<file path="src/byte_stuff_frame_decoder_unit_defines.svh">
// Assertion macros used by the deframer unit.
`ifndef BYTE_STUFF_FRAME_DECODER_UNIT_DEFINES_SVH
`define BYTE_STUFF_FRAME_DECODER_UNIT_DEFINES_SVH

// Same-cycle implication, checked outside reset.
`define BSFD_ASSERT_IMPL(label, clk, rstn, ante, cons, msg) \
    label: assert property (@(posedge clk) disable iff (!(rstn)) (ante) |-> (cons)) \
        else $error(msg);

// Next-cycle implication, checked outside reset.
`define BSFD_ASSERT_NEXT(label, clk, rstn, ante, cons, msg) \
    label: assert property (@(posedge clk) disable iff (!(rstn)) (ante) |=> (cons)) \
        else $error(msg);

`endif

</file>
<file path="src/bsfd_pkg.sv">
package bsfd_pkg;

    localparam int unsigned BYTE_W  = 8;
    localparam int unsigned COUNT_W = 12;
    localparam int unsigned KIND_W  = 2;

    // Framing bytes.
    localparam logic [BYTE_W-1:0] START_MARK   = 8'hFF;
    localparam logic [BYTE_W-1:0] END_MARK     = 8'hFE;
    localparam logic [BYTE_W-1:0] ESC_MARK     = 8'hFD;
    localparam logic [BYTE_W-1:0] ESC_CODE_MAX = 8'h02;

    localparam logic [COUNT_W-1:0] MAX_BYTES_RESET = 12'd1024;

    // Result kinds.
    localparam logic [KIND_W-1:0] KIND_DATA  = 2'd0;
    localparam logic [KIND_W-1:0] KIND_END   = 2'd1;
    localparam logic [KIND_W-1:0] KIND_ABORT = 2'd2;

    typedef struct packed {
        logic               in_frame;
        logic [COUNT_W-1:0] byte_count;
        logic [BYTE_W-1:0]  held_byte;
        logic               held_valid;
        logic [BYTE_W-1:0]  previous_raw;
    } dec_state_t;

    typedef struct packed {
        logic [KIND_W-1:0] kind;
        logic [BYTE_W-1:0] data;
        logic              last;
    } result_t;

    // Up to two results per received byte, in delivery order.
    typedef struct packed {
        result_t    first;
        result_t    second;
        logic [1:0] count;
    } step_out_t;

endpackage

</file>
<file path="src/byte_stuff_frame_decoder_unit.sv">
// Channel   Direction  Handshake          Payload
// s_        in         s_valid/s_ready    s_rx_byte: one raw received byte per word
// m_        out        m_valid/m_ready    m_kind, m_data, m_last: one result per word
// cfg_      in         cfg_wr_en          cfg_wr_data: max_buffer_bytes, no wait
//
// A word accepted on s_ is decoded while it sits in the input register; its
// results go to the result register once it is free, and are offered from
// there. With m_ready high, one word per cycle is taken while each yields at
// most one result; a held byte plus frame end gives two and stalls the input.
// Reset (aresetn low, synchronous) returns to hunting with the limit at 1024.
// Stalls on m_ready back up through the result register into s_ready.
module byte_stuff_frame_decoder_unit (
    input  logic                           aclk,
    input  logic                           aresetn,

    input  logic                           s_valid,
    output logic                           s_ready,
    input  logic [bsfd_pkg::BYTE_W-1:0]    s_rx_byte,

    output logic                           m_valid,
    input  logic                           m_ready,
    output logic [bsfd_pkg::KIND_W-1:0]    m_kind,
    output logic [bsfd_pkg::BYTE_W-1:0]    m_data,
    output logic                           m_last,

    input  logic                           cfg_wr_en,
    input  logic [bsfd_pkg::COUNT_W-1:0]   cfg_wr_data
);

`include "byte_stuff_frame_decoder_unit_defines.svh"

    // Configuration register holding the buffer limit.
    logic [bsfd_pkg::COUNT_W-1:0] max_bytes_reg;

    // Input register: the accepted word waits here for its decode cycle.
    logic                         in_valid_reg;
    logic [bsfd_pkg::BYTE_W-1:0]  in_byte_reg;

    // Deframer state, and the decoder's view of what it becomes.
    bsfd_pkg::dec_state_t dec_state_reg;
    bsfd_pkg::dec_state_t dec_state_next;
    bsfd_pkg::step_out_t  step_results;

    // Result register: res0 is shown on the output, res1 queues behind it.
    logic [1:0]           res_cnt_reg;
    bsfd_pkg::result_t    res0_reg;
    bsfd_pkg::result_t    res1_reg;

    logic out_pop;
    logic out_free;
    logic advance;

    bsfd_step u_step (
        .rx_byte    (in_byte_reg),
        .max_bytes  (max_bytes_reg),
        .state_cur  (dec_state_reg),
        .state_next (dec_state_next),
        .results    (step_results)
    );

    // The result register can take a new set of results when it is empty or
    // when its last remaining word leaves in this cycle.
    assign out_pop  = m_valid && m_ready;
    assign out_free = (res_cnt_reg == 2'd0) || (res_cnt_reg == 2'd1 && m_ready);
    assign advance  = in_valid_reg && out_free;

    // The input register refills as soon as its word is decoded.
    assign s_ready = !in_valid_reg || advance;

    assign m_valid = (res_cnt_reg != 2'd0);
    assign m_kind  = res0_reg.kind;
    assign m_data  = res0_reg.data;
    assign m_last  = res0_reg.last;

    always_ff @(posedge aclk) begin
        if (!aresetn) begin
            max_bytes_reg <= bsfd_pkg::MAX_BYTES_RESET;
        end else if (cfg_wr_en) begin
            max_bytes_reg <= cfg_wr_data;
        end
    end

    always_ff @(posedge aclk) begin
        if (!aresetn) begin
            in_valid_reg <= 1'b0;
        end else if (s_ready) begin
            in_valid_reg <= s_valid;
        end
    end

    always_ff @(posedge aclk) begin
        if (s_valid && s_ready) begin
            in_byte_reg <= s_rx_byte;
        end
    end

    always_ff @(posedge aclk) begin
        if (!aresetn) begin
            dec_state_reg <= '0;
        end else if (advance) begin
            dec_state_reg <= dec_state_next;
        end
    end

    // A decode writes a fresh result set; otherwise a taken word shifts the
    // queued one forward.
    always_ff @(posedge aclk) begin
        if (!aresetn) begin
            res_cnt_reg <= 2'd0;
        end else if (advance) begin
            res_cnt_reg <= step_results.count;
        end else if (out_pop) begin
            res_cnt_reg <= res_cnt_reg - 2'd1;
        end
    end

    always_ff @(posedge aclk) begin
        if (advance) begin
            res0_reg <= step_results.first;
            res1_reg <= step_results.second;
        end else if (out_pop) begin
            res0_reg <= res1_reg;
        end
    end

    // Only payload words carry data.
    `BSFD_ASSERT_IMPL(a_data_zero, aclk, aresetn,
        m_valid && m_kind != bsfd_pkg::KIND_DATA, m_data == '0,
        "non-payload word carries data")
    // The last flag marks exactly the final queued word of a decoded byte.
    `BSFD_ASSERT_IMPL(a_last_flag, aclk, aresetn,
        m_valid, m_last == (res_cnt_reg == 2'd1),
        "last flag out of step with queue")
    // Outside a frame nothing is held and nothing is counted.
    `BSFD_ASSERT_IMPL(a_hunt_clean, aclk, aresetn,
        !dec_state_reg.in_frame,
        dec_state_reg.byte_count == '0 && !dec_state_reg.held_valid,
        "hunting with frame state left over")
    // Two results are never replaced before the first one has left.
    `BSFD_ASSERT_NEXT(a_no_overwrite, aclk, aresetn,
        res_cnt_reg == 2'd2 && !m_ready,
        res_cnt_reg == 2'd2 && $stable(res0_reg),
        "queued results overwritten")

endmodule

</file>
<file path="src/bsfd_step.sv">
module bsfd_step (
    input  logic [bsfd_pkg::BYTE_W-1:0]  rx_byte,
    input  logic [bsfd_pkg::COUNT_W-1:0] max_bytes,
    input  bsfd_pkg::dec_state_t         state_cur,
    output bsfd_pkg::dec_state_t         state_next,
    output bsfd_pkg::step_out_t          results
);

    bsfd_pkg::dec_state_t hunt_state;
    bsfd_pkg::result_t    held_result;
    bsfd_pkg::result_t    abort_result;
    bsfd_pkg::result_t    end_result;
    bsfd_pkg::result_t    empty_result;

    always_comb begin
        hunt_state              = '0;
        hunt_state.previous_raw = rx_byte;

        held_result  = '{kind: bsfd_pkg::KIND_DATA, data: state_cur.held_byte, last: 1'b1};
        abort_result = '{kind: bsfd_pkg::KIND_ABORT, data: '0, last: 1'b1};
        end_result   = '{kind: bsfd_pkg::KIND_END, data: '0, last: 1'b1};
        empty_result = '0;

        state_next              = state_cur;
        state_next.previous_raw = rx_byte;
        results.first           = empty_result;
        results.second          = empty_result;
        results.count           = 2'd0;

        if (rx_byte == bsfd_pkg::START_MARK) begin
            // A start inside a frame cuts the old one off.
            if (state_cur.in_frame) begin
                results.first = abort_result;
                results.count = 2'd1;
            end
            state_next            = hunt_state;
            state_next.in_frame   = 1'b1;
            state_next.byte_count = 12'd1;
        end else if (!state_cur.in_frame) begin
            // Hunting: the byte is dropped.
        end else if (state_cur.byte_count >= max_bytes) begin
            results.first = abort_result;
            results.count = 2'd1;
            state_next    = hunt_state;
        end else if (rx_byte == bsfd_pkg::END_MARK) begin
            if (state_cur.held_valid) begin
                results.first      = held_result;
                results.first.last = 1'b0;
                results.second     = end_result;
                results.count      = 2'd2;
            end else begin
                results.first = end_result;
                results.count = 2'd1;
            end
            state_next = hunt_state;
        end else if (state_cur.held_valid && state_cur.previous_raw == bsfd_pkg::ESC_MARK
                     && rx_byte <= bsfd_pkg::ESC_CODE_MAX) begin
            // Escape code: the held escape byte becomes the decoded value.
            state_next.held_byte = bsfd_pkg::START_MARK - rx_byte;
        end else begin
            if (state_cur.held_valid) begin
                results.first = held_result;
                results.count = 2'd1;
            end
            state_next.held_byte  = rx_byte;
            state_next.held_valid = 1'b1;
            state_next.byte_count = state_cur.byte_count + 12'd1;
        end
    end

endmodule

</file>
<file path="config.mk">
export PLATFORM = sky130hd
export DESIGN_NAME = byte_stuff_frame_decoder_unit
export DESIGN_NICKNAME = d
export VERILOG_FILES = /design/src/bsfd_pkg.sv /design/src/byte_stuff_frame_decoder_unit.sv /design/src/bsfd_step.sv
export VERILOG_INCLUDE_DIRS = /design/src /design/src/src
export SDC_FILE = /design/constraint.sdc
export NUM_CORES = 1
export LEC_CHECK = 0
export ABC_AREA = 1
export BUFFER_PORTS_ARGS = -buffer_cell sky130_fd_sc_hd__buf_2
export CORE_MARGIN = 2
export CORE_UTILIZATION = 45
export DETAILED_ROUTE_END_ITERATION = 7
export GPL_TIMING_DRIVEN = 1
export PLACE_DENSITY = 0.75
export SLEW_MARGIN = 10
export SYNTH_ARGS = -nofsm -noshare
export SYNTH_HDL_FRONTEND = slang
export SYNTH_SLANG_ARGS = --single-unit
</file>
<file path="constraint.sdc">
create_clock -name aclk -period 4.9 [get_ports aclk]
set_input_delay 0.98 -clock aclk [delete_from_list [all_inputs] [get_ports aclk]]
set_output_delay 0.98 -clock aclk [all_outputs]
set_load 0.01 [all_outputs]
</file>
### Word-level counts from Yosys, hierarchy flattened

Index checks and enable logic that the tools add are counted.

| storage, ports and cells | value |
|---|---|
| register bits after elaboration | 75 |
| input port bits | 25 |
| output and inout port bits | 13 |
| word-level logic and storage cells | 73 |

| operators by class | value |
|---|---|
| add/subtract/negate cells | 3 |
| $lt $le $gt $ge | 2 |
| equal/unequal tests | 5 |
| muxes and demuxes | 30 |
| bitwise logic cells | 2 |
| reductions and logical operators | 16 |

Operator list:

| kind | count |
|---|---|
| two-way mux 30 bit | 3 |
| two-way mux 11 bit | 7 |
| two-way mux 10 bit | 3 |
| equality test 8 bit (second input constant) | 3 |
| two-way mux 24 bit | 1 |
| two-way mux 21 bit | 1 |
| two-way mux 9 bit | 2 |
| two-way mux 2 bit | 7 |
| adder 12 x 1 -> 12 bit (second input constant) | 1 |
| >= comparator 12 bit | 1 |
| two-way mux 12 bit | 1 |
| <= comparator 8 x 2 -> 1 bit (second input constant) | 1 |
| two-way mux 8 bit | 1 |
| subtractor 8 bit (first input constant) | 1 |
| logical AND 1 bit | 6 |
| nonzero test 2 bit | 3 |
| two-way mux 1 bit | 4 |
| inequality test 4 x 1 -> 1 bit (second input constant) | 1 |
| OR reduction 4 bit | 1 |
| AND reduction 3 bit | 1 |
| equality test 2 x 1 -> 1 bit (second input constant) | 1 |
| zero test 2 bit | 1 |
| logical OR 1 bit | 2 |
| NOT 1 bit | 2 |
| 3 further kinds | 3 |

### Logic depth before layout (Yosys ltp)

| depth | value |
|---|---|
| depth in word-level cells | 9 |
| mapped depth | 14 |
| mapped depth without buffers | 14 |

### Cells and area by module

From an unflattened synthesis, not the netlist that was laid out.

| second synthesis, totals | value |
|---|---|
| cells, all modules | 624 |
| area, all modules | 4415.5 um2 |

Modules (own cells, without submodules):

| module | instances | cells each | area each (um2) |
|---|---|---|---|
| byte_stuff_frame_decoder_unit | 1 | 278 | 2697.6 |
| bsfd_step | 1 | 346 | 1717.9 |

### Least setup slack after synthesis

No wires, ideal clock.

| timing | value |
|---|---|
| path type | input to output |
| from | input m_ready |
| to | output s_ready |
| data arrival time | 1.309 ns |
| required time | 3.920 ns |
| setup slack | 2.611 ns |
| stages on the path | 2 |
| buffers on the path | 0 |
| cells stage by stage | a21oi_1 nand2_1 |

| between the ends | value |
|---|---|
| word-level cells in the longest chain between the ends | 4 |

RTL lines:

| what | line | RTL |
|---|---|---|
| start: declaration | byte_stuff_frame_decoder_unit.sv:21 | `input logic m_ready,` |
| logical AND 1 bit | byte_stuff_frame_decoder_unit.sv:64 | `assign out_free = (res_cnt_reg == 2'd0) \|\| (res_cnt_reg == 2'd1 && m_ready);` |
| logical OR 1 bit | byte_stuff_frame_decoder_unit.sv:64 |  |
| logical AND 1 bit | byte_stuff_frame_decoder_unit.sv:65 | `assign advance = in_valid_reg && out_free;` |
| logical OR 1 bit | byte_stuff_frame_decoder_unit.sv:68 | `assign s_ready = !in_valid_reg \|\| advance;` |
| end: declaration | byte_stuff_frame_decoder_unit.sv:17 | `output logic s_ready,` |

No other way between the ends.

### Final worst setup path

| timing | value |
|---|---|
| from | input m_ready |
| to | register dec_state_reg[26] in the netlist's numbering |

| between the ends | value |
|---|---|
| word-level cells in the longest chain between the ends | 4 |

RTL lines:

| what | line | RTL |
|---|---|---|
| logical AND 1 bit | byte_stuff_frame_decoder_unit.sv:64 |  |
| logical OR 1 bit | byte_stuff_frame_decoder_unit.sv:64 |  |
| logical AND 1 bit | byte_stuff_frame_decoder_unit.sv:65 |  |
| AND reduction 3 bit (no line) | n/a |  |
| end signal: assignment | byte_stuff_frame_decoder_unit.sv:101 | `dec_state_reg <= dec_state_next;` |
| end: declaration | byte_stuff_frame_decoder_unit.sv:40 | `bsfd_pkg::dec_state_t dec_state_reg;` |

No other way between the ends.
A chain may end at the register's enable or synchronous reset.

==> qor.yml <==
synth:
  synth_top_area_cell: "dfxtp_1"
  postSynthCellCount: 404
  ys_types: 32
  netlist_top_cells_area: "dfxtp_1, edfxtp_1, nand2_1, a21oi_1, ha_1"
  synthTopCellsByCount: "nand2_1, inv_1, dfxtp_1"
  synth-seq-cells: 65
  synth_top_cell_area_share_pct: 27.8
  ys_seq_area_share_pct: 46.3
  synth_ff_type: "dfxtp_1"
  yosys_warnings: 0
  post-synth-top-count-cell: "nand2_1"
  synth_area_um2: 3240
  synth_nets: 444
  async_flop_share_pct: 0
  postSynthAreaPerCell_um2: 8.03
  synth_edf_count: 20
clocking:
  cts_resized: 0
  cts_tree: "yes"
  h-tree-depth: 3
  cts_buffer_depth: 2
  ctsHoldBuffers: 0
  clock_sinks: 65
  clk_pin_slew_ns: 0.07
  numCtsBuffers: 9
  clkLatencyLatePin_ns: 0.34
  cts_setup_buffers: 0
  cts-root-buf: "clkbuf_8"
sta:
  timing.hold.ws_ns: 0.468
  skew_ns: 0.00645
  setup_tns_ns: 0
  fmax_mhz: 345
  slew_headroom_pct: 52.2
  worst_pin_slew_ns: 0.711
  rsz0062_at_grt: "no"
  hold_viol: 0
  fin_crit_ns: 2.90
  setup_ws_ns: 2.00
  final-setup-viol-count: 0
  fin_crit_sh_pct: 59.1
  slew_violations: 0
detailed_routing:
  ant_nets: 0
  drc_errors: 0
  routed_wl_mm: 6.81
  drt_pass1_iterations: 5
  routed_via_density: 5.15
  drt_iter0_drc: 213
  post_drt_wl_per_cell_um: 12.6
  vias: 2781
worst_setup_path:
  rr_worst_depth: 9
  crit_type: "primary input to flip-flop"
  end_kind: "flip-flop"
  worstPathArrival_ns: 3.10
  timing.rr.start: "res_cnt_reg[0]$_SDFFE_PN0P_"
  path_max_fanout: 29
  startpoint: "m_ready"
  timing.rr.end: "dec_state_reg[26]$_SDFFE_PN0P_"
  startpoint_type: "primary input"
  critPathRequiredTime_ns: 5.10
  cp-endpoint: "dec_state_reg[26]$_SDFFE_PN0P_"
  rrSetupSlack_ns: 2.10
die:
  placementRows: 30
  core_area_um2: 6870
  die_h_um: 88.9
  start_util_pct: 47.2
  fp.dieW_um: 88.9
  top_level_ports: 38
  die_area_um2: 7900
global_route:
  antenna_found_initial: 0
  overflow: 0
  grt_pass1_wl_mm: 11.8
  grt_pass1_vias: 2608
  grt.total_usage_pct: 19.2
  grt_max_degree: 35
cells_and_area:
  final_nets: 479
  final_layout_size_suffix_gt1_share_pct: 15.5
  syn2layout_area_growth_pct: 12.7
  insertedDiodeCount: 0
  largest_reg_flops: 30
  fillCellCount: 658
job:
  maxCapViolations: 0
power:
  fin_total_pwr_w: 0.00146
  power.density_nw_per_um2: 399
  leakage_nw: 1.53
  peakVddDrop_mv: 0.210
placed_design:
  numPortBuffers: 37
  hpwl_mm: 4.79
  dp_slack_ns: 1.69
  place.gp.congestion: 0.920
outcome:
  outcome: "complete, no violations"
min_path:
  worstHoldPathType: "flip-flop to flip-flop"
==> cell type report <==
type	count	area (um^2)	area share, %
multi-input combinational	273	1460	39.9
sequential	65	1500	41.1
clock inverter	6	60.1	1.64
tap	96	120	3.29
clock buffer	10	128	3.49
inverter	52	195	5.34
timing repair buffer	38	193	5.27
==> logic make-up (layout without fill, tap and decap cells) <==
kind of cell             count (synthesis)  after routing  synth area share (%)
adder cells (fa/ha/maj)                 15             15                  5.79
buffers and inverters                   66            106                  8.80
AND/OR/NAND/NOR                        164            164                  23.0
AO/OA/AOI/OAI                           87             87                  14.2
XOR/XNOR                                 7              7                  1.89
flip-flops                              65             65                  46.3
==> critical path, cell delays in order <==
cell and delay [ns]:
buf_2 0.09, a21oi_1 0.08, nor2_2 0.56, inv_2 0.22
a21oi_4 0.59, nand2_2 0.34, nand2_1 0.15, a21oi_1 0.08
==> cells in the final DEF, fill, tap and decap left out, types with 3 or more instances in the layout <==
cell / netlist / layout
nand4_1: 16 / 16
dfxtp_1: 45 / 45
clkinv_2: 0 / 3
ha_1: 15 / 15
o21ai_0: 37 / 37
nor2_1: 35 / 35
inv_1: 48 / 48
nor3_1: 6 / 6
nand2_1: 80 / 80
buf_2: 3 / 37
a21oi_1: 43 / 43
edfxtp_1: 20 / 20
xor2_1: 5 / 5
inv_2: 4 / 4
clkbuf_8: 0 / 9
nand3_1: 16 / 16
nor2_2: 3 / 3
==> stage by stage <==
step / std cells / utilization (%) / area, um^2
floorplan: 404 / - / 3240
detailed placement: 524 / 50.5 / 3470
finish: 540 / 53.2 / 3650
global route: 540 / 53.2 / 3650
global placement: 524 / 50.5 / 3470
CTS: 540 / 53.2 / 3650
==> routing by layer <==
layer / routed length, um / vias to the layer above / track usage [%] / share of wire (%)
met5: 0 / - / 0 / 0
met4: 95 / 0 / 6.47 / 1.4
met3: 335 / 9 / 5.54 / 4.9
met2: 3250 / 66 / 30.7 / 48
met1: 3130 / 1288 / 25.0 / 46
li1: - / 1418 / - / -
==> how the worst min path moves through the flow <==
| stage | start | end | slack, ns | cells past startpoint |
|---|---|---|---|---|
| floorplan | max_bytes_reg[1]$_SDFFE_PN0P_ | max_bytes_reg[1]$_SDFFE_PN0P_ | 0.44 | 2 |
| global placement | max_bytes_reg[7]$_SDFFE_PN0P_ | max_bytes_reg[7]$_SDFFE_PN0P_ | 0.46 | 2 |
| detailed placement | max_bytes_reg[5]$_SDFFE_PN0P_ | max_bytes_reg[5]$_SDFFE_PN0P_ | 0.46 | 2 |
| CTS | max_bytes_reg[5]$_SDFFE_PN0P_ | max_bytes_reg[5]$_SDFFE_PN0P_ | 0.47 | 2 |
| global route | res_cnt_reg[1]$_SDFFE_PN0P_ | res_cnt_reg[1]$_SDFFE_PN0P_ | 0.50 | 2 |
| finish | max_bytes_reg[5]$_SDFFE_PN0P_ | max_bytes_reg[5]$_SDFFE_PN0P_ | 0.47 | 2 |
==> power by group <==
part / switching, W / total [W] / leakage (nW) / internal, W
Clock: 0.000202 / 0.000434 / 0.0920 / 0.000232
Combinational: 0.000215 / 0.000321 / 0.869 / 0.000106
Sequential: 0.0000385 / 0.000702 / 0.566 / 0.000663
(Power assumes the default switching activity.)
